--- src/deque_with_keyed_removal_unit_macros.svh ---
// Assertion macros for the deque RTL.
`ifndef DEQUE_WITH_KEYED_REMOVAL_UNIT_MACROS_SVH
`define DEQUE_WITH_KEYED_REMOVAL_UNIT_MACROS_SVH

`ifndef ASSERT_OFF

`define DWK_ASSERT_IMPLY(label, clk_s, rst_n_s, ante, cons) \
	label: assert property (@(posedge clk_s) disable iff (!rst_n_s) (ante) |-> (cons)) \
		else $error("dwk assertion failed: same-cycle implication");

`define DWK_ASSERT_NEXT(label, clk_s, rst_n_s, ante, cons) \
	label: assert property (@(posedge clk_s) disable iff (!rst_n_s) (ante) |=> (cons)) \
		else $error("dwk assertion failed: next-cycle implication");

`else

`define DWK_ASSERT_IMPLY(label, clk_s, rst_n_s, ante, cons)

`define DWK_ASSERT_NEXT(label, clk_s, rst_n_s, ante, cons)

`endif

`endif

--- src/dwk_pkg.sv ---
`default_nettype none

package dwk_pkg;

	localparam int HANDLE_PORT_W = 32;
	localparam int COUNT_PORT_W  = 5;

	typedef enum logic [1:0] {
		CMD_PUSH     = 2'd0,
		CMD_POP_HEAD = 2'd1,
		CMD_POP_TAIL = 2'd2,
		CMD_REMOVE   = 2'd3
	} dwk_cmd_t;

	typedef enum logic [1:0] {
		ST_OK        = 2'd0,
		ST_EMPTY     = 2'd1,
		ST_NOT_FOUND = 2'd2,
		ST_FULL      = 2'd3
	} dwk_status_t;

	typedef enum logic [2:0] {
		S_IDLE,
		S_DECODE,
		S_POP,
		S_SCAN_RD,
		S_SCAN_CMP,
		S_SHIFT_RD,
		S_SHIFT_WR,
		S_DONE
	} dwk_state_t;

endpackage

`default_nettype wire

--- src/dwk_req_if.sv ---
`default_nettype none

interface dwk_req_if
	import dwk_pkg::*;
();

	logic                     valid;
	logic                     ready;
	dwk_cmd_t                 cmd;
	logic [HANDLE_PORT_W-1:0] handle;

	modport source (output valid, output cmd, output handle, input ready);
	modport sink (input valid, input cmd, input handle, output ready);

endinterface

`default_nettype wire

--- src/dwk_rsp_if.sv ---
`default_nettype none

interface dwk_rsp_if
	import dwk_pkg::*;
();

	logic                     valid;
	logic                     ready;
	logic [HANDLE_PORT_W-1:0] out_handle;
	dwk_status_t              status;
	logic [COUNT_PORT_W-1:0]  entry_count;
	logic                     is_empty;

	modport source (
		output valid, output out_handle, output status, output entry_count, output is_empty,
		input ready
	);
	modport sink (
		input valid, input out_handle, input status, input entry_count, input is_empty,
		output ready
	);

endinterface

`default_nettype wire

--- src/dwk_ram.sv ---
`default_nettype none

module dwk_ram #(
	parameter int DEPTH  = 16,
	parameter int WIDTH  = 32,
	parameter int ADDR_W = $clog2(DEPTH)
) (
	input  logic              clk,
	input  logic              we,
	input  logic [ADDR_W-1:0] waddr,
	input  logic [WIDTH-1:0]  wdata,
	input  logic [ADDR_W-1:0] raddr,
	output logic [WIDTH-1:0]  rdata
);

	logic [WIDTH-1:0] mem [DEPTH];

	always_ff @(posedge clk) begin
		if (we) begin
			mem[waddr] <= wdata;
		end
	end

	always_ff @(posedge clk) begin
		rdata <= mem[raddr];
	end

endmodule

`default_nettype wire

--- src/deque_with_keyed_removal_unit.sv ---
// Bounded double-ended queue of handles with removal by key.
// req channel: one command per transfer (cmd, handle). rsp channel: one result per
// command (out_handle, status, entry_count, is_empty), held in an output register.
// Entries live in a single-port-write, single-port-read RAM used as a ring with a
// head pointer; one handle comparator is reused in every scan step.
// Steps from request transfer to result: push goes from decode to done; pop head or pop
// tail adds a pop step; remove on an empty queue goes from decode to done. Remove scans
// from the head until a match or the last entry, then shifts each later entry one slot
// toward the head; each scan or shift step is a read state and then a compare or write
// state, for the registered RAM read. The next request can be taken in the cycle after
// the result is loaded, i.e. one command at a time; a command in progress keeps
// req.ready low. When rsp.ready is low the result holds; a following command may still
// be taken and worked, and it waits in its last step until the output register frees.
// Reset (arst_n low) empties the queue and drops any pending result. RAM contents
// are not cleared; only data from slots below the entry count is ever used.
`include "deque_with_keyed_removal_unit_macros.svh"
`default_nettype none

module deque_with_keyed_removal_unit
	import dwk_pkg::*;
#(
	parameter int DEPTH    = 16,
	parameter int HANDLE_W = 32
) (
	input  wire logic clk,
	input  wire logic arst_n,
	dwk_req_if.sink   req,
	dwk_rsp_if.source rsp
);

	localparam int AW = $clog2(DEPTH);
	localparam int CW = $clog2(DEPTH + 1);
	localparam int PW = CW + 1;
	localparam logic [CW-1:0] FULL_CNT = CW'(DEPTH);
	localparam logic [PW-1:0] DEPTH_P  = PW'(DEPTH);

	function automatic logic [AW-1:0] slot_addr(input logic [AW-1:0] base,
		input logic [CW-1:0] pos);
		logic [PW-1:0] sum;
		sum = PW'(base) + PW'(pos);
		if (sum >= DEPTH_P) begin
			sum = sum - DEPTH_P;
		end
		return sum[AW-1:0];
	endfunction

	dwk_state_t    state_q, state_d;
	dwk_cmd_t      cmd_q, cmd_d;
	logic [HANDLE_W-1:0] key_q, key_d;
	logic [HANDLE_W-1:0] res_q, res_d;
	dwk_status_t   status_q, status_d;
	logic [AW-1:0] head_q, head_d;
	logic [CW-1:0] count_q, count_d;
	logic [CW-1:0] idx_q, idx_d;

	logic                     out_valid_q, out_valid_d;
	logic                     out_load;
	logic [HANDLE_PORT_W-1:0] out_handle_q;
	dwk_status_t              out_status_q;
	logic [COUNT_PORT_W-1:0]  out_count_q;
	logic                     out_empty_q;

	logic                ram_we;
	logic [AW-1:0]       ram_waddr;
	logic [HANDLE_W-1:0] ram_wdata;
	logic [AW-1:0]       ram_raddr;
	logic [HANDLE_W-1:0] ram_rdata;
	logic [CW-1:0]       rpos;

	logic [63:0]         handle_ext;
	logic [63:0]         res_ext;
	logic [31:0]         count_ext;
	logic [HANDLE_W-1:0] key_in;
	logic [CW-1:0]       cnt_dec;
	logic [CW-1:0]       idx_inc;
	logic                cnt_zero;
	logic                cnt_full;
	logic                at_last;
	logic                hit;
	logic                out_free;

	assign handle_ext = 64'(req.handle);
	assign key_in     = handle_ext[HANDLE_W-1:0];
	assign res_ext    = 64'(res_q);
	assign count_ext  = 32'(count_q);
	assign cnt_dec    = count_q - 1'b1;
	assign idx_inc    = idx_q + 1'b1;
	assign cnt_zero   = (count_q == '0);
	assign cnt_full   = (count_q == FULL_CNT);
	assign at_last    = (idx_q == cnt_dec);
	assign hit        = (ram_rdata == key_q);
	assign out_free   = !out_valid_q || rsp.ready;
	assign ram_raddr  = slot_addr(head_q, rpos);

	dwk_ram #(
		.DEPTH (DEPTH),
		.WIDTH (HANDLE_W),
		.ADDR_W(AW)
	) u_ram (
		.clk  (clk),
		.we   (ram_we),
		.waddr(ram_waddr),
		.wdata(ram_wdata),
		.raddr(ram_raddr),
		.rdata(ram_rdata)
	);

	always_comb begin
		state_d = state_q;
		case (state_q)
			S_IDLE: begin
				if (req.valid) begin
					state_d = S_DECODE;
				end
			end
			S_DECODE: begin
				case (cmd_q)
					CMD_PUSH:                   state_d = S_DONE;
					CMD_POP_HEAD, CMD_POP_TAIL: state_d = cnt_zero ? S_DONE : S_POP;
					CMD_REMOVE:                 state_d = cnt_zero ? S_DONE : S_SCAN_RD;
					default:                    state_d = S_DONE;
				endcase
			end
			S_POP:      state_d = S_DONE;
			S_SCAN_RD:  state_d = S_SCAN_CMP;
			S_SCAN_CMP: begin
				if (at_last) begin
					state_d = S_DONE;
				end else if (hit) begin
					state_d = S_SHIFT_RD;
				end else begin
					state_d = S_SCAN_RD;
				end
			end
			S_SHIFT_RD: state_d = S_SHIFT_WR;
			S_SHIFT_WR: state_d = (idx_inc == cnt_dec) ? S_DONE : S_SHIFT_RD;
			S_DONE: begin
				if (out_free) begin
					state_d = S_IDLE;
				end
			end
			default: state_d = S_IDLE;
		endcase
	end

	always_comb begin
		cmd_d       = cmd_q;
		key_d       = key_q;
		res_d       = res_q;
		status_d    = status_q;
		head_d      = head_q;
		count_d     = count_q;
		idx_d       = idx_q;
		ram_we      = 1'b0;
		ram_waddr   = slot_addr(head_q, count_q);
		ram_wdata   = key_q;
		rpos        = idx_q;
		out_load    = 1'b0;
		out_valid_d = out_valid_q && !rsp.ready;
		case (state_q)
			S_IDLE: begin
				if (req.valid) begin
					cmd_d = req.cmd;
					key_d = key_in;
				end
			end
			S_DECODE: begin
				res_d    = '0;
				status_d = ST_OK;
				idx_d    = '0;
				case (cmd_q)
					CMD_PUSH: begin
						if (cnt_full) begin
							status_d = ST_FULL;
						end else begin
							ram_we  = 1'b1;
							count_d = count_q + 1'b1;
						end
					end
					CMD_POP_HEAD: begin
						rpos = '0;
						if (cnt_zero) begin
							status_d = ST_EMPTY;
						end
					end
					CMD_POP_TAIL: begin
						rpos = cnt_dec;
						if (cnt_zero) begin
							status_d = ST_EMPTY;
						end
					end
					CMD_REMOVE: begin
						rpos = '0;
						if (cnt_zero) begin
							status_d = ST_EMPTY;
						end
					end
					default: ;
				endcase
			end
			S_POP: begin
				res_d   = ram_rdata;
				count_d = cnt_dec;
				if (cmd_q == CMD_POP_HEAD) begin
					head_d = slot_addr(head_q, CW'(1));
				end
			end
			S_SCAN_RD: rpos = idx_q;
			S_SCAN_CMP: begin
				if (hit) begin
					res_d = key_q;
					if (at_last) begin
						count_d = cnt_dec;
					end
				end else begin
					idx_d = idx_inc;
					if (at_last) begin
						status_d = ST_NOT_FOUND;
					end
				end
			end
			S_SHIFT_RD: rpos = idx_inc;
			S_SHIFT_WR: begin
				ram_we    = 1'b1;
				ram_waddr = slot_addr(head_q, idx_q);
				ram_wdata = ram_rdata;
				idx_d     = idx_inc;
				if (idx_inc == cnt_dec) begin
					count_d = cnt_dec;
				end
			end
			S_DONE: begin
				if (out_free) begin
					out_load    = 1'b1;
					out_valid_d = 1'b1;
				end
			end
			default: ;
		endcase
	end

	always_ff @(posedge clk or negedge arst_n) begin
		if (!arst_n) begin
			state_q     <= S_IDLE;
			head_q      <= '0;
			count_q     <= '0;
			out_valid_q <= 1'b0;
		end else begin
			state_q     <= state_d;
			head_q      <= head_d;
			count_q     <= count_d;
			out_valid_q <= out_valid_d;
		end
	end

	always_ff @(posedge clk) begin
		cmd_q    <= cmd_d;
		key_q    <= key_d;
		res_q    <= res_d;
		status_q <= status_d;
		idx_q    <= idx_d;
		if (out_load) begin
			out_handle_q <= res_ext[HANDLE_PORT_W-1:0];
			out_status_q <= status_q;
			out_count_q  <= count_ext[COUNT_PORT_W-1:0];
			out_empty_q  <= cnt_zero;
		end
	end

	assign req.ready       = (state_q == S_IDLE);
	assign rsp.valid       = out_valid_q;
	assign rsp.out_handle  = out_handle_q;
	assign rsp.status      = out_status_q;
	assign rsp.entry_count = out_count_q;
	assign rsp.is_empty    = out_empty_q;

	`DWK_ASSERT_IMPLY(a_count_bound, clk, arst_n, 1'b1, count_q <= FULL_CNT)
	`DWK_ASSERT_IMPLY(a_empty_flag, clk, arst_n, rsp.valid && rsp.status == ST_EMPTY, rsp.is_empty)
	`DWK_ASSERT_IMPLY(a_full_count, clk, arst_n, out_load && status_q == ST_FULL, cnt_full)
	`DWK_ASSERT_IMPLY(a_scan_index, clk, arst_n, state_q == S_SCAN_CMP, idx_q < count_q)
	`DWK_ASSERT_NEXT(a_push_grows, clk, arst_n, state_q == S_DECODE && cmd_q == CMD_PUSH && !cnt_full, count_q == $past(count_q) + 1'b1)

endmodule

`default_nettype wire

--- src/flat_wrapper.sv ---
// flat-port wrapper written by rule: the top's interface ports become plain ports
module deque_with_keyed_removal_unit_flat import dwk_pkg::*;
#(
	parameter int DEPTH    = 16,
	parameter int HANDLE_W = 32
)
  (clk, arst_n, req_valid, req_cmd, req_handle, req_ready, rsp_valid, rsp_out_handle, rsp_status, rsp_entry_count, rsp_is_empty, rsp_ready);
  dwk_req_if req_i ();
  dwk_rsp_if rsp_i ();
  input  wire logic clk;
  input  wire logic arst_n;
  input wire logic [$bits(req_i.valid)-1:0] req_valid;
  input wire logic [$bits(req_i.cmd)-1:0] req_cmd;
  input wire logic [$bits(req_i.handle)-1:0] req_handle;
  output wire logic [$bits(req_i.ready)-1:0] req_ready;
  output wire logic [$bits(rsp_i.valid)-1:0] rsp_valid;
  output wire logic [$bits(rsp_i.out_handle)-1:0] rsp_out_handle;
  output wire logic [$bits(rsp_i.status)-1:0] rsp_status;
  output wire logic [$bits(rsp_i.entry_count)-1:0] rsp_entry_count;
  output wire logic [$bits(rsp_i.is_empty)-1:0] rsp_is_empty;
  input wire logic [$bits(rsp_i.ready)-1:0] rsp_ready;
  assign req_i.valid = req_valid;
  assign req_i.cmd = req_cmd;
  assign req_i.handle = req_handle;
  assign req_ready = req_i.ready;
  assign rsp_valid = rsp_i.valid;
  assign rsp_out_handle = rsp_i.out_handle;
  assign rsp_status = rsp_i.status;
  assign rsp_entry_count = rsp_i.entry_count;
  assign rsp_is_empty = rsp_i.is_empty;
  assign rsp_i.ready = rsp_ready;
  deque_with_keyed_removal_unit #(.DEPTH(DEPTH), .HANDLE_W(HANDLE_W)) u_core (.clk(clk), .arst_n(arst_n), .req(req_i), .rsp(rsp_i));
endmodule
--- config.mk ---
export PLATFORM = sky130hd
export DESIGN_NAME = deque_with_keyed_removal_unit_flat
export DESIGN_NICKNAME = d
export VERILOG_FILES = /design/src/dwk_pkg.sv /design/src/dwk_req_if.sv /design/src/dwk_rsp_if.sv /design/src/dwk_ram.sv /design/src/deque_with_keyed_removal_unit.sv /design/src/flat_wrapper.sv
export VERILOG_INCLUDE_DIRS = /design/src /design/src/src
export SDC_FILE = /design/constraint.sdc
export NUM_CORES = 1
export LEC_CHECK = 0
export BUFFER_PORTS_ARGS = -buffer_cell sky130_fd_sc_hd__clkbuf_2
export CAP_MARGIN = 20
export CORE_MARGIN = 3
export CORE_UTILIZATION = 55
export CTS_BUF_LIST = sky130_fd_sc_hd__clkbuf_8
export DETAILED_ROUTE_END_ITERATION = 6
export PLACE_DENSITY_LB_ADDON = 0.2
export SLEW_MARGIN = 10
export SYNTH_ARGS = -nofsm -noshare
export SYNTH_HDL_FRONTEND = slang
export SYNTH_HIERARCHICAL = 1
export SYNTH_SLANG_ARGS = --single-unit
export TNS_END_PERCENT = 50
--- constraint.sdc ---
create_clock -name clk -period 5.5 [get_ports clk]
set_clock_uncertainty 0.1 [all_clocks]
set_input_delay 0 -clock clk [delete_from_list [all_inputs] [get_ports clk]]
set_output_delay 0 -clock clk [all_outputs]
set_load 0.005 [all_outputs]
==> results.toml, run 1 <==
[outcome]
status = "completed"

[critical_path]
slowest_stage = "nor2_4"
slowest_delay_ps = 620
path_class = "reg2reg"
path_cells = "nor2b_1 > nand2_2 > mux2_1 > ha_1 > a21o_1 > a21oi_1 > xnor2_1 > xnor2_1 > nand3b_1 > nor2_4 > buf_12"
required_ps = 5770
cp_max_fo = 17
path_common_cell = "xnor2_1"
critPathTopFamily = "simple AND/OR/NAND/NOR gates"
arrival_ps = 4660
worstSetupStartpointType = "flop"
worstSetupEndpointType = "flop"
worst-path-buf-inv = 1

[pwr]
leakage_nw = 10.3
irDropWorstVdd_mv = 0.259
comb_power_share_pct = 0.6
seq_power_share_pct = 57.8
power_density_nw_per_um2 = 315
power.internal_w = 0.00764
clkPwrFrac_pct = 41.6
switching_share_pct = 19.6
p_sw_w = 0.00186

[sta]
worst_pin_slew_ps = 997
fin_crit_sh_pct = 79.8
setup_viol = 0
holdWs_ps = 99.8
finalMaxSlewViolations = 0
timing.fmax_ghz = 0.228
fin_setup_tns_ps = 0
relSlewSlack_pct = 33.6
hold_viol = 0
rsz0062_at_grt = "no"
timing.final.crit_period_ps = 4390

[floorplan]
die_w_um = 223
dieArea_um2 = 49800
num_io_pins = 80
die_y_um = 223
num_rows = 78
coreArea_um2 = 46000
start_util_pct = 56.4

[place]
place.gp.congestion = 0.788
place_inst = 1908
dp_hpwl_mm = 34.1
post_dp_cell_area_um2 = 27400
io_buffers = 79

[routing]
first_iter_violations = 1320
ant_nets = 0
drt-total-wl_mm = 56.7
remaining_drc_errors = 0
viasPerCell = 6.00
drt-wirelength-per-cell_um = 26.0
dr.pass1.iters = 5
vias = 13100

[layout]
fin_nets = 1543
fillers = 3014
syn2layout_area_growth_pct = 16.3
layout.cells.non_filler = 2176
drive_gt1_share_pct = 27.3
diodes = 0
final_util_pct = 65.6
fin_area_um2 = 30200

[global_route]
grt_usage_pct = 23.2
grt_pass1_vias = 13500
antenna_found_initial = 0
grt_max_degree = 51
grt_pass1_wl_mm = 85.2
grt-ovfl-total = 0

[cts]
numCtsBuffers = 106
cts_hold_buf = 72
cts_buffer_depth = 3
cts-resized-gates = 0
cts_root_buffer = "clkbuf_8"
cts_tree = "done"
clkSlewWorstSetupHoldPaths_ps = 60
clk_latency_ps = 680
post_cts_buffers = 0
htreeDepth = 3
cts_sinks = 670

[synthesis]
synth_area_leaders = "edfxtp_1 (72%), mux4_2 (11%), dfxtp_1 (2.5%)"
synthesis.area_um2 = 25900
synth_fp_nets = 1312
ys.flop_type = "edfxtp_1"
synth_top_area_share_pct = 72.3
synth_area_per_cell_um2 = 20.6
ys_types = 56
synth_cells = 1257
yosys_warnings = 6
synthArstFlopShare_pct = 1.94
ys_seq_elements = 670
synth-edff-count = 625
synth_top_area_cell = "edfxtp_1"
ys_seq_area_share_pct = 76.1

[job]
drv_cap = 0

[worst_hold_path]
hold_path_class = "in2reg"
cell type report:
type | instances | area (um2) | area share (%)
clock buffer | 125 | 1720 | 5.70
multi-input combinational | 518 | 6070 | 20.1
sequential | 670 | 19700 | 65.4
tap | 600 | 751 | 2.49
inverter | 6 | 22.5 | 0.0746
clock inverter | 71 | 323 | 1.07
timing repair buffer | 186 | 1550 | 5.15
power groups by stage:
stage	Combinational (W)	Sequential (W)	Clock (W)
2_1_floorplan	0.000000122	0.00560	0
3_3_place_gp	0.0000157	0.00560	0
3_5_place_dp	0.0000164	0.00560	0
4_1_cts	0.0000562	0.00549	0.00405
5_1_grt	0.0000618	0.00549	0.00430
6_report	0.0000574	0.00549	0.00395
final timing paths:
path | startpoint | endpoint | slack [ps] | depth (start not counted)
setup / recovery | u_core/state_q[1]$_DFFE_PN0P_ | u_core/u_ram/mem[9][24]$_DFFE_PP_ | 1110 | 11
hold / removal | rsp_ready | u_core/rsp.valid$_DFF_PN0_ | 100 | 4
setup reg to reg | u_core/state_q[1]$_DFFE_PN0P_ | u_core/u_ram/mem[9][24]$_DFFE_PP_ | 1110 | 11
hold reg to reg | u_core/res_q[13]$_DFFE_PP_ | u_core/rsp.out_handle[13]$_DFFE_PP_ | 310 | 0
max in group asynchronous | arst_n | u_core/count_q[0]$_DFFE_PN0P_ | 4470 | 3
min in group asynchronous | arst_n | u_core/head_q[2]$_DFFE_PN0P_ | 380 | 3
cells in the final DEF, fill, tap and decap left out, types with 4 or more instances in the layout:
| cell type | count |
|---|---|
| a21o_1 | 4 |
| a21oi_1 | 8 |
| a22o_1 | 32 |
| a22oi_1 | 66 |
| buf_12 | 14 |
| buf_4 | 21 |
| clkbuf_2 | 79 |
| clkbuf_8 | 125 |
| clkinv_1 | 12 |
| clkinv_2 | 14 |
| dfrtp_1 | 13 |
| dfxtp_1 | 32 |
| dlygate4sd3_1 | 72 |
| edfxtp_1 | 625 |
| ha_1 | 14 |
| inv_1 | 48 |
| mux2_1 | 31 |
| mux2_2 | 7 |
| mux4_2 | 128 |
| nand2_1 | 45 |
| nand2b_1 | 8 |
| nand3_1 | 7 |
| nor2_1 | 21 |
| nor2_4 | 15 |
| nor3_1 | 6 |
| nor4_1 | 9 |
| o21ai_0 | 5 |
| o31ai_1 | 4 |
| xnor2_1 | 14 |
| xor2_1 | 44 |
registers in the layout, summed over array words and instances (netlist names):
register	count
u_core/cmd_q	2
u_core/count_q	5
u_core/head_q	4
u_core/idx_q	5
u_core/key_q	32
u_core/res_q	32
u_core/rsp.entry_count	5
u_core/rsp.is_empty	1
u_core/rsp.out_handle	32
u_core/rsp.status	2
u_core/rsp.valid	1
u_core/state_q	3
u_core/status_q	2
u_core/u_ram/mem	512
u_core/u_ram/rdata	32
per-layer routing:
layer / routed length [um] / share of wire [%] / track usage (%) / vias to the layer above
met5: 0 / 0 / 0 / -
met2: 27200 / 48 / 35.8 / 532
met3: 4520 / 8.0 / 5.66 / 99
met4: 1480 / 2.6 / 7.40 / 0
met1: 23400 / 41 / 33.2 / 6795
li1: - / - / - / 5638
synthesized netlist by cell type, types with 4 or more instances:
master and number:
nand2_1 46, a21oi_1 8, inv_1 5, a22oi_1 66
buf_4 9, dfxtp_1 32, a21o_1 4, nor2b_1 4
mux2_2 7, edfxtp_1 625, o31ai_1 4, buf_2 9
nor3_1 10, mux2_1 31, xor2_1 44, xnor2_1 14
a22o_1 32, clkbuf_1 31, dfrtp_1 13, mux4_2 128
ha_1 15, nand2b_1 8, nor4_1 9, buf_1 11
nand3_1 7, nor2_1 36, o21ai_0 5
kinds of logic after synthesis:
logic type	after synthesis	share of synthesized area, %
AOI/OAI and AO/OA	135	3.96
muxes	168	12.8
and+or+nand+nor	137	2.72
DFF	670	76.1
adders and majority gates	17	0.878
xor gates and xnor gates	61	2.22
buffers and inverters	69	1.32
worst reg2reg max path: stages, from the launching register on:
cell	delay, ps
dfrtp_1	600
nor2b_1	280
nand2_2	310
mux2_1	460
ha_1	290
a21o_1	150
a21oi_1	160
xnor2_1	100
xnor2_1	360
nand3b_1	380
nor2_4	620
buf_12	280
per-stage QoR:
step	setup WS, ps	total power, W
after floorplan	22.6	0.00560
after global placement	1200	0.00561
after detailed placement	1130	0.00561
after CTS	1130	0.00960
after global routing	855	0.00984
final	1110	0.00950
Note: power is estimated with default switching activity, not from simulation.
==> inputs of run 2 (changes only) <==
==> constraint.sdc (replaced) <==
create_clock -name clk -period 4.3 [get_ports clk]
set_clock_uncertainty 0.1 [all_clocks]
set_input_delay 0 -clock clk [delete_from_list [all_inputs] [get_ports clk]]
set_output_delay 0 -clock clk [all_outputs]
set_load 0.005 [all_outputs]
==> results.toml, run 2 (synthesis gave the netlist of run 1 again) <==
[global_route]
grt_usage_pct = 24.2
grtUsageMet3_pct = 5.68
met1_usage_pct = 33.9
top_usage_layer = "met2"
grt_max_degree = 36
grt_pass1_vias = 13800
grt-ovfl-total = 0
antenna_found_initial = 1
grt_use_met2_pct = 38.4
grt_pass1_wl_mm = 88.1

[place]
post_dp_cell_area_um2 = 27700
dp_hpwl_mm = 34.1
io_buffers = 79
place.gp.congestion = 0.789

[floorplan]
coreArea_um2 = 46000
start_util_pct = 56.4
die_y_um = 223
num_rows = 78
die_w_um = 223
num_io_pins = 80
dieArea_um2 = 49800

[critical_path]
required_ps = 4820
worstSetupEndpointType = "flop"
path_cells = "inv_1 > ha_1 > nand2b_1 > nor3_1 > a21oi_1 > o21ai_0 > ha_1 > a21o_1 > a21oi_1 > xor2_1 > xnor2_1 > nor2b_4 > buf_12 > a22oi_1 > nand2_1"
worst-path-buf-inv = 2
path_class = "reg2reg"
critPathTopFamily = "simple AND/OR/NAND/NOR gates"
cp_max_fo = 25
slowest_delay_ps = 500
arrival_ps = 4400
worstSetupStartpointType = "flop"
slowest_stage = "xnor2_1"
cp-startpoint = "u_core/cmd_q[0]$_DFFE_PP_"
timing.rr.start = "u_core/cmd_q[0]$_DFFE_PP_"

[sta]
holdWs_ps = 100
worst_pin_slew_ps = 859
rsz0062_at_grt = "no"
timing.fmax_ghz = 0.257
timing.final.crit_period_ps = 3880
setup_viol = 0
fin_crit_sh_pct = 90.3
hold_viol = 0
relSlewSlack_pct = 42.7
finalMaxSlewViolations = 0

[layout]
drive_gt1_share_pct = 27.9
mostFrequentLayoutCells = "edfxtp_1 (625), mux4_2 (128), clkbuf_8 (109), clkbuf_2 (79), dlygate4sd3_1 (72)"
fillers = 3011
regMostFlops = "u_core/u_ram/mem"
syn2layout_area_growth_pct = 16.8
fin_area_um2 = 30300
final-seq-area_um2 = 19700
multiInputGateArea_um2 = 6090
fin_nets = 1564
mostFrequentLayoutCell = "edfxtp_1"
final_util_pct = 65.9
largest_reg_flops = 512

[cts]
cts_root_buffer = "clkbuf_8"
post_cts_buffers = 0
numCtsBuffers = 104
cts_sinks = 670
htreeDepth = 3
cts_buffer_depth = 3
clk_latency_ps = 700
clkSlewWorstSetupHoldPaths_ps = 60
cts_tree = "done"

[outcome]
status = "completed"

[routing]
drt-total-wl_mm = 59.1
drt-wirelength-per-cell_um = 26.9
vias = 13300
ant_nets = 0
first_iter_violations = 1382
remaining_drc_errors = 0
viasPerCell = 6.07
dr.pass1.iters = 5

[pwr]
irDropWorstVdd_mv = 0.235
leakage_nw = 10.4
power_density_nw_per_um2 = 390

[job]
drv_cap = 0

[worst_hold_path]
hold_start = "rsp_ready"
hold_path_class = "in2reg"
-- run 2: stage by stage --
stage          setup slack (ps)  cells  setup TNS, ps  total power [W]
5_1_grt                    86.2   2193              0           0.0123
3_5_place_dp                443   1931              0          0.00718
4_1_cts                     408   2193              0           0.0119
2_1_floorplan              -240   1257         -77570          0.00716
3_3_place_gp                546   1931              0          0.00718
6_report                    415   2194              0           0.0118
-- run 2: layer usage --
metal	wire [um]	vias to the layer above	share of wire [%]
met1	24000	6966	41
met2	28900	538	49
li1	-	5704	-
met4	1500	2	2.5
met5	13	-	0.022
met3	4710	111	8.0
-- run 2: power by group --
part	total (W)	leakage (nW)	switching [W]	internal [W]
Combinational	0.0000729	3.39	0.0000184	0.0000545
Clock	0.00471	1.08	0.00236	0.00235
Sequential	0.00702	5.91	0.0000000000000000000318	0.00702
Total	0.0118	10.4	0.00238	0.00943
-- run 2: repair_timing --
action                                 CTS  global route
hold buffers                            72             0
endpoints found under the hold margin   72             0
gates resized for setup                  0             0
-- run 2: area by class of cell --
cell class | count | share of cell area, %
Antenna cell | 1 | 0.00826
Clock buffer | 109 | 4.95
Clock inverter | 81 | 1.16
Inverter | 6 | 0.0743
Multi-Input combinational cell | 518 | 20.1
Sequential cell | 670 | 65.1
Tap cell | 600 | 2.48
Timing Repair Buffer | 209 | 6.11
-- run 2: final timing paths --
check                                                 endpoint  slack [ps]  cells after the start
hold / removal                      u_core/rsp.valid$_DFF_PN0_         100                      4
min in group asynchronous         u_core/head_q[1]$_DFFE_PN0P_         370                      3
setup reg to reg                u_core/u_ram/rdata[22]$_DFF_P_         420                     15
max in group asynchronous         u_core/head_q[2]$_DFFE_PN0P_        3250                      3
setup / recovery                u_core/u_ram/rdata[22]$_DFF_P_         420                     15
hold reg to reg            u_core/rsp.out_handle[18]$_DFFE_PP_         300                      0
-- run 2: worst reg2reg max path: cells and delay by family, from the launching register on --
kind,cells,cell delay [ps]
simple gates,4,920
fa+ha+maj,2,580
buf+inv,2,370
compound gates,5,870
flops,1,380
xor+xnor,2,600
==> inputs of run 3 (changes only) <==
--- a/config.mk
+++ b/config.mk
@@ -6,6 +6,7 @@
 export SDC_FILE = /design/constraint.sdc
 export NUM_CORES = 1
 export LEC_CHECK = 0
+export ABC_CLOCK_PERIOD_IN_PS = 4300
 export BUFFER_PORTS_ARGS = -buffer_cell sky130_fd_sc_hd__clkbuf_2
 export CAP_MARGIN = 20
 export CORE_MARGIN = 3
@@ -16,6 +17,5 @@
 export SLEW_MARGIN = 10
 export SYNTH_ARGS = -nofsm -noshare
 export SYNTH_HDL_FRONTEND = slang
-export SYNTH_HIERARCHICAL = 1
 export SYNTH_SLANG_ARGS = --single-unit
 export TNS_END_PERCENT = 50
==> results.toml, run 3 <==
[critical_path]
arrival_ps = 4360
cp_max_fo = 29
reg2reg_slack_ps = 360
worstSetupEndpointType = "flop"
path_class = "reg2reg"
worstSetupStartpointType = "flop"
required_ps = 4720
cp-startpoint = "u_core.cmd_q[0]$_DFFE_PP_"
timing.rr.start = "u_core.cmd_q[0]$_DFFE_PP_"

[pwr]
seq_power_share_pct = 35.6
power_density_nw_per_um2 = 879
clkPwrFrac_pct = 18.9
comb_power_share_pct = 45.5
power.internal_w = 0.0178
switching_share_pct = 33.4
leakage_nw = 10.3
p_sw_w = 0.00893
irDropWorstVdd_mv = 0.709

[sta]
setup_viol = 0
timing.fmax_ghz = 0.254
hold_viol = 0
relSlewSlack_pct = 29.3
setup_ws_ps = 360
rsz0062_at_grt = "no"
timing.final.crit_period_ps = 3940
finalMaxSlewViolations = 0
holdWs_ps = 151
worst_pin_slew_ps = 1060
fin_crit_sh_pct = 91.6

[place]
place.gp.congestion = 0.813
place_ws_ps = 303
place_inst = 1857
io_buffers = 79
dp_hpwl_mm = 31.2

[layout]
mostFrequentLayoutCell = "edfxtp_1"
mostFrequentLayoutCells = "edfxtp_1 (625), mux4_2 (158), clkbuf_8 (114), clkbuf_2 (79), dlygate4sd3_1 (72)"
drive_gt1_share_pct = 31.8
regMostFlops = "u_core.u_ram.mem"
largest_reg_flops = 512
fillers = 3007
diodes = 0
syn2layout_area_growth_pct = 17.2
layout.cells.non_filler = 2123
fin_nets = 1491

[routing]
first_iter_violations = 1313
drt-total-wl_mm = 56.8
viasPerCell = 5.99
vias = 12700
ant_nets = 0
remaining_drc_errors = 0
drt-wirelength-per-cell_um = 26.7
dr.pass1.iters = 5

[floorplan]
num_io_pins = 80
coreArea_um2 = 46000
dieArea_um2 = 49800
num_rows = 78
start_util_pct = 56.4
die_y_um = 223
die_w_um = 223

[synthesis]
synth_fp_nets = 1241
synth_top_area_share_pct = 72.4
synth_top_area_cell = "edfxtp_1"
synthesis.area_um2 = 25900
synth_cells = 1187
yosys_warnings = 0
synth-edff-count = 625
synth_area_per_cell_um2 = 21.8
yosysMostFrequentCell = "edfxtp_1"
synth_top_cells_by_count = "edfxtp_1 (625), mux4_2 (158), xor2_1 (46)"
ys_seq_elements = 670
ys.flop_type = "edfxtp_1"
synth_area_leaders = "edfxtp_1 (72%), mux4_2 (14%), dfxtp_1 (2.5%)"
ys_types = 53
synthArstFlopShare_pct = 1.94
ys_seq_area_share_pct = 76.1

[cts]
cts_sinks = 670
cts_tree = "done"
numCtsBuffers = 105
cts_buffer_depth = 3
clkSlewWorstSetupHoldPaths_ps = 60
post_cts_buffers = 0
clk_latency_ps = 680
htreeDepth = 3
cts_root_buffer = "clkbuf_8"

[outcome]
status = "completed"

[job]
drv_cap = 0

[global_route]
grt_pass1_vias = 13300
grt_usage_pct = 23.3
antenna_found_initial = 0
grt-ovfl-total = 0
grt_max_degree = 51
grt_pass1_wl_mm = 84.5

[worst_hold_path]
hold_path_class = "in2reg"
hold_start = "rsp_ready"
run 3: per-stage QoR:
stage | util [%] | setup TNS (ps) | total power (W) | instance area (um2)
4_1_cts | 66.1 | 0 | 0.0270 | 30400
3_5_place_dp | 60.1 | 0 | 0.0219 | 27600
5_1_grt | 66.1 | 0 | 0.0280 | 30400
2_1_floorplan | - | -310 | 0.0183 | 25900
3_3_place_gp | 60.1 | 0 | 0.0217 | 27600
6_report | 66.1 | 0 | 0.0267 | 30400
run 3: path summary, 6_finish.rpt:
kind / cells after the start / end
max: 11 / u_core.u_ram.rdata[21]$_DFF_P_
max in group asynchronous: 3 / u_core.state_q[2]$_DFFE_PN0P_
min in group asynchronous: 3 / u_core.head_q[1]$_DFFE_PN0P_
max reg2reg: 11 / u_core.u_ram.rdata[21]$_DFF_P_
min reg2reg: 0 / u_core.rsp.out_handle[3]$_DFFE_PP_
min: 4 / u_core.rsp.valid$_DFF_PN0_
run 3: area by class of cell:
cell class / count / area [um2] / area share, %
clock buffer: 114 / 1570 / 5.16
clock inverter: 79 / 429 / 1.41
inverter: 13 / 48.8 / 0.161
multi-input combinational: 449 / 6100 / 20.1
sequential: 670 / 19700 / 64.9
tap: 600 / 751 / 2.47
timing repair buffer: 198 / 1760 / 5.78
run 3: kinds of logic (layout without fill, tap and decap cells):
logic type	count (synthesis)	after routing	synth area share, %
and+or+nand+nor	100	100	2.02
buffers and inverters	68	404	1.13
xor gates and xnor gates	66	66	2.31
AOI/OAI and AO/OA	68	68	2.01
DFF	670	670	76.1
adders and majority gates	16	16	0.830
muxes	199	199	15.6
run 3: critical path, stage by stage (launching register included):
cell and delay (ps):
edfxtp_1 380, inv_1 70, ha_1 350, nor2_1 160, a32oi_1 100, o21ai_0 300, ha_4 180, inv_1 50
fa_4 850, buf_4 390, mux4_2 370, mux4_2 460
run 3: power groups by stage:
| stage | Combinational, W | Sequential [W] | Clock [W] |
|---|---|---|---|
| after CTS | 0.0123 | 0.00951 | 0.00518 |
| after global routing | 0.0130 | 0.00960 | 0.00547 |
| after floorplan | 0.00881 | 0.00949 | 0 |
| after global placement | 0.0121 | 0.00960 | 0 |
| after detailed placement | 0.0122 | 0.00964 | 0 |
| final | 0.0121 | 0.00951 | 0.00504 |
run 3: what timing repair did:
action / in CTS / in global routing
gates resized for setup: 0 / 1
endpoints found under the setup margin: 0 / 3
hold buffers: 72 / 0
hold endpoints to repair: 51 / 0
run 3: metal layers:
layer,part of all wire [%],GRT usage (%),up-vias
met5,0,0,-
met4,2.7,7.44,0
met3,7.0,4.91,106
li1,-,-,5439
met2,50,37.9,515
met1,40,32.3,6665
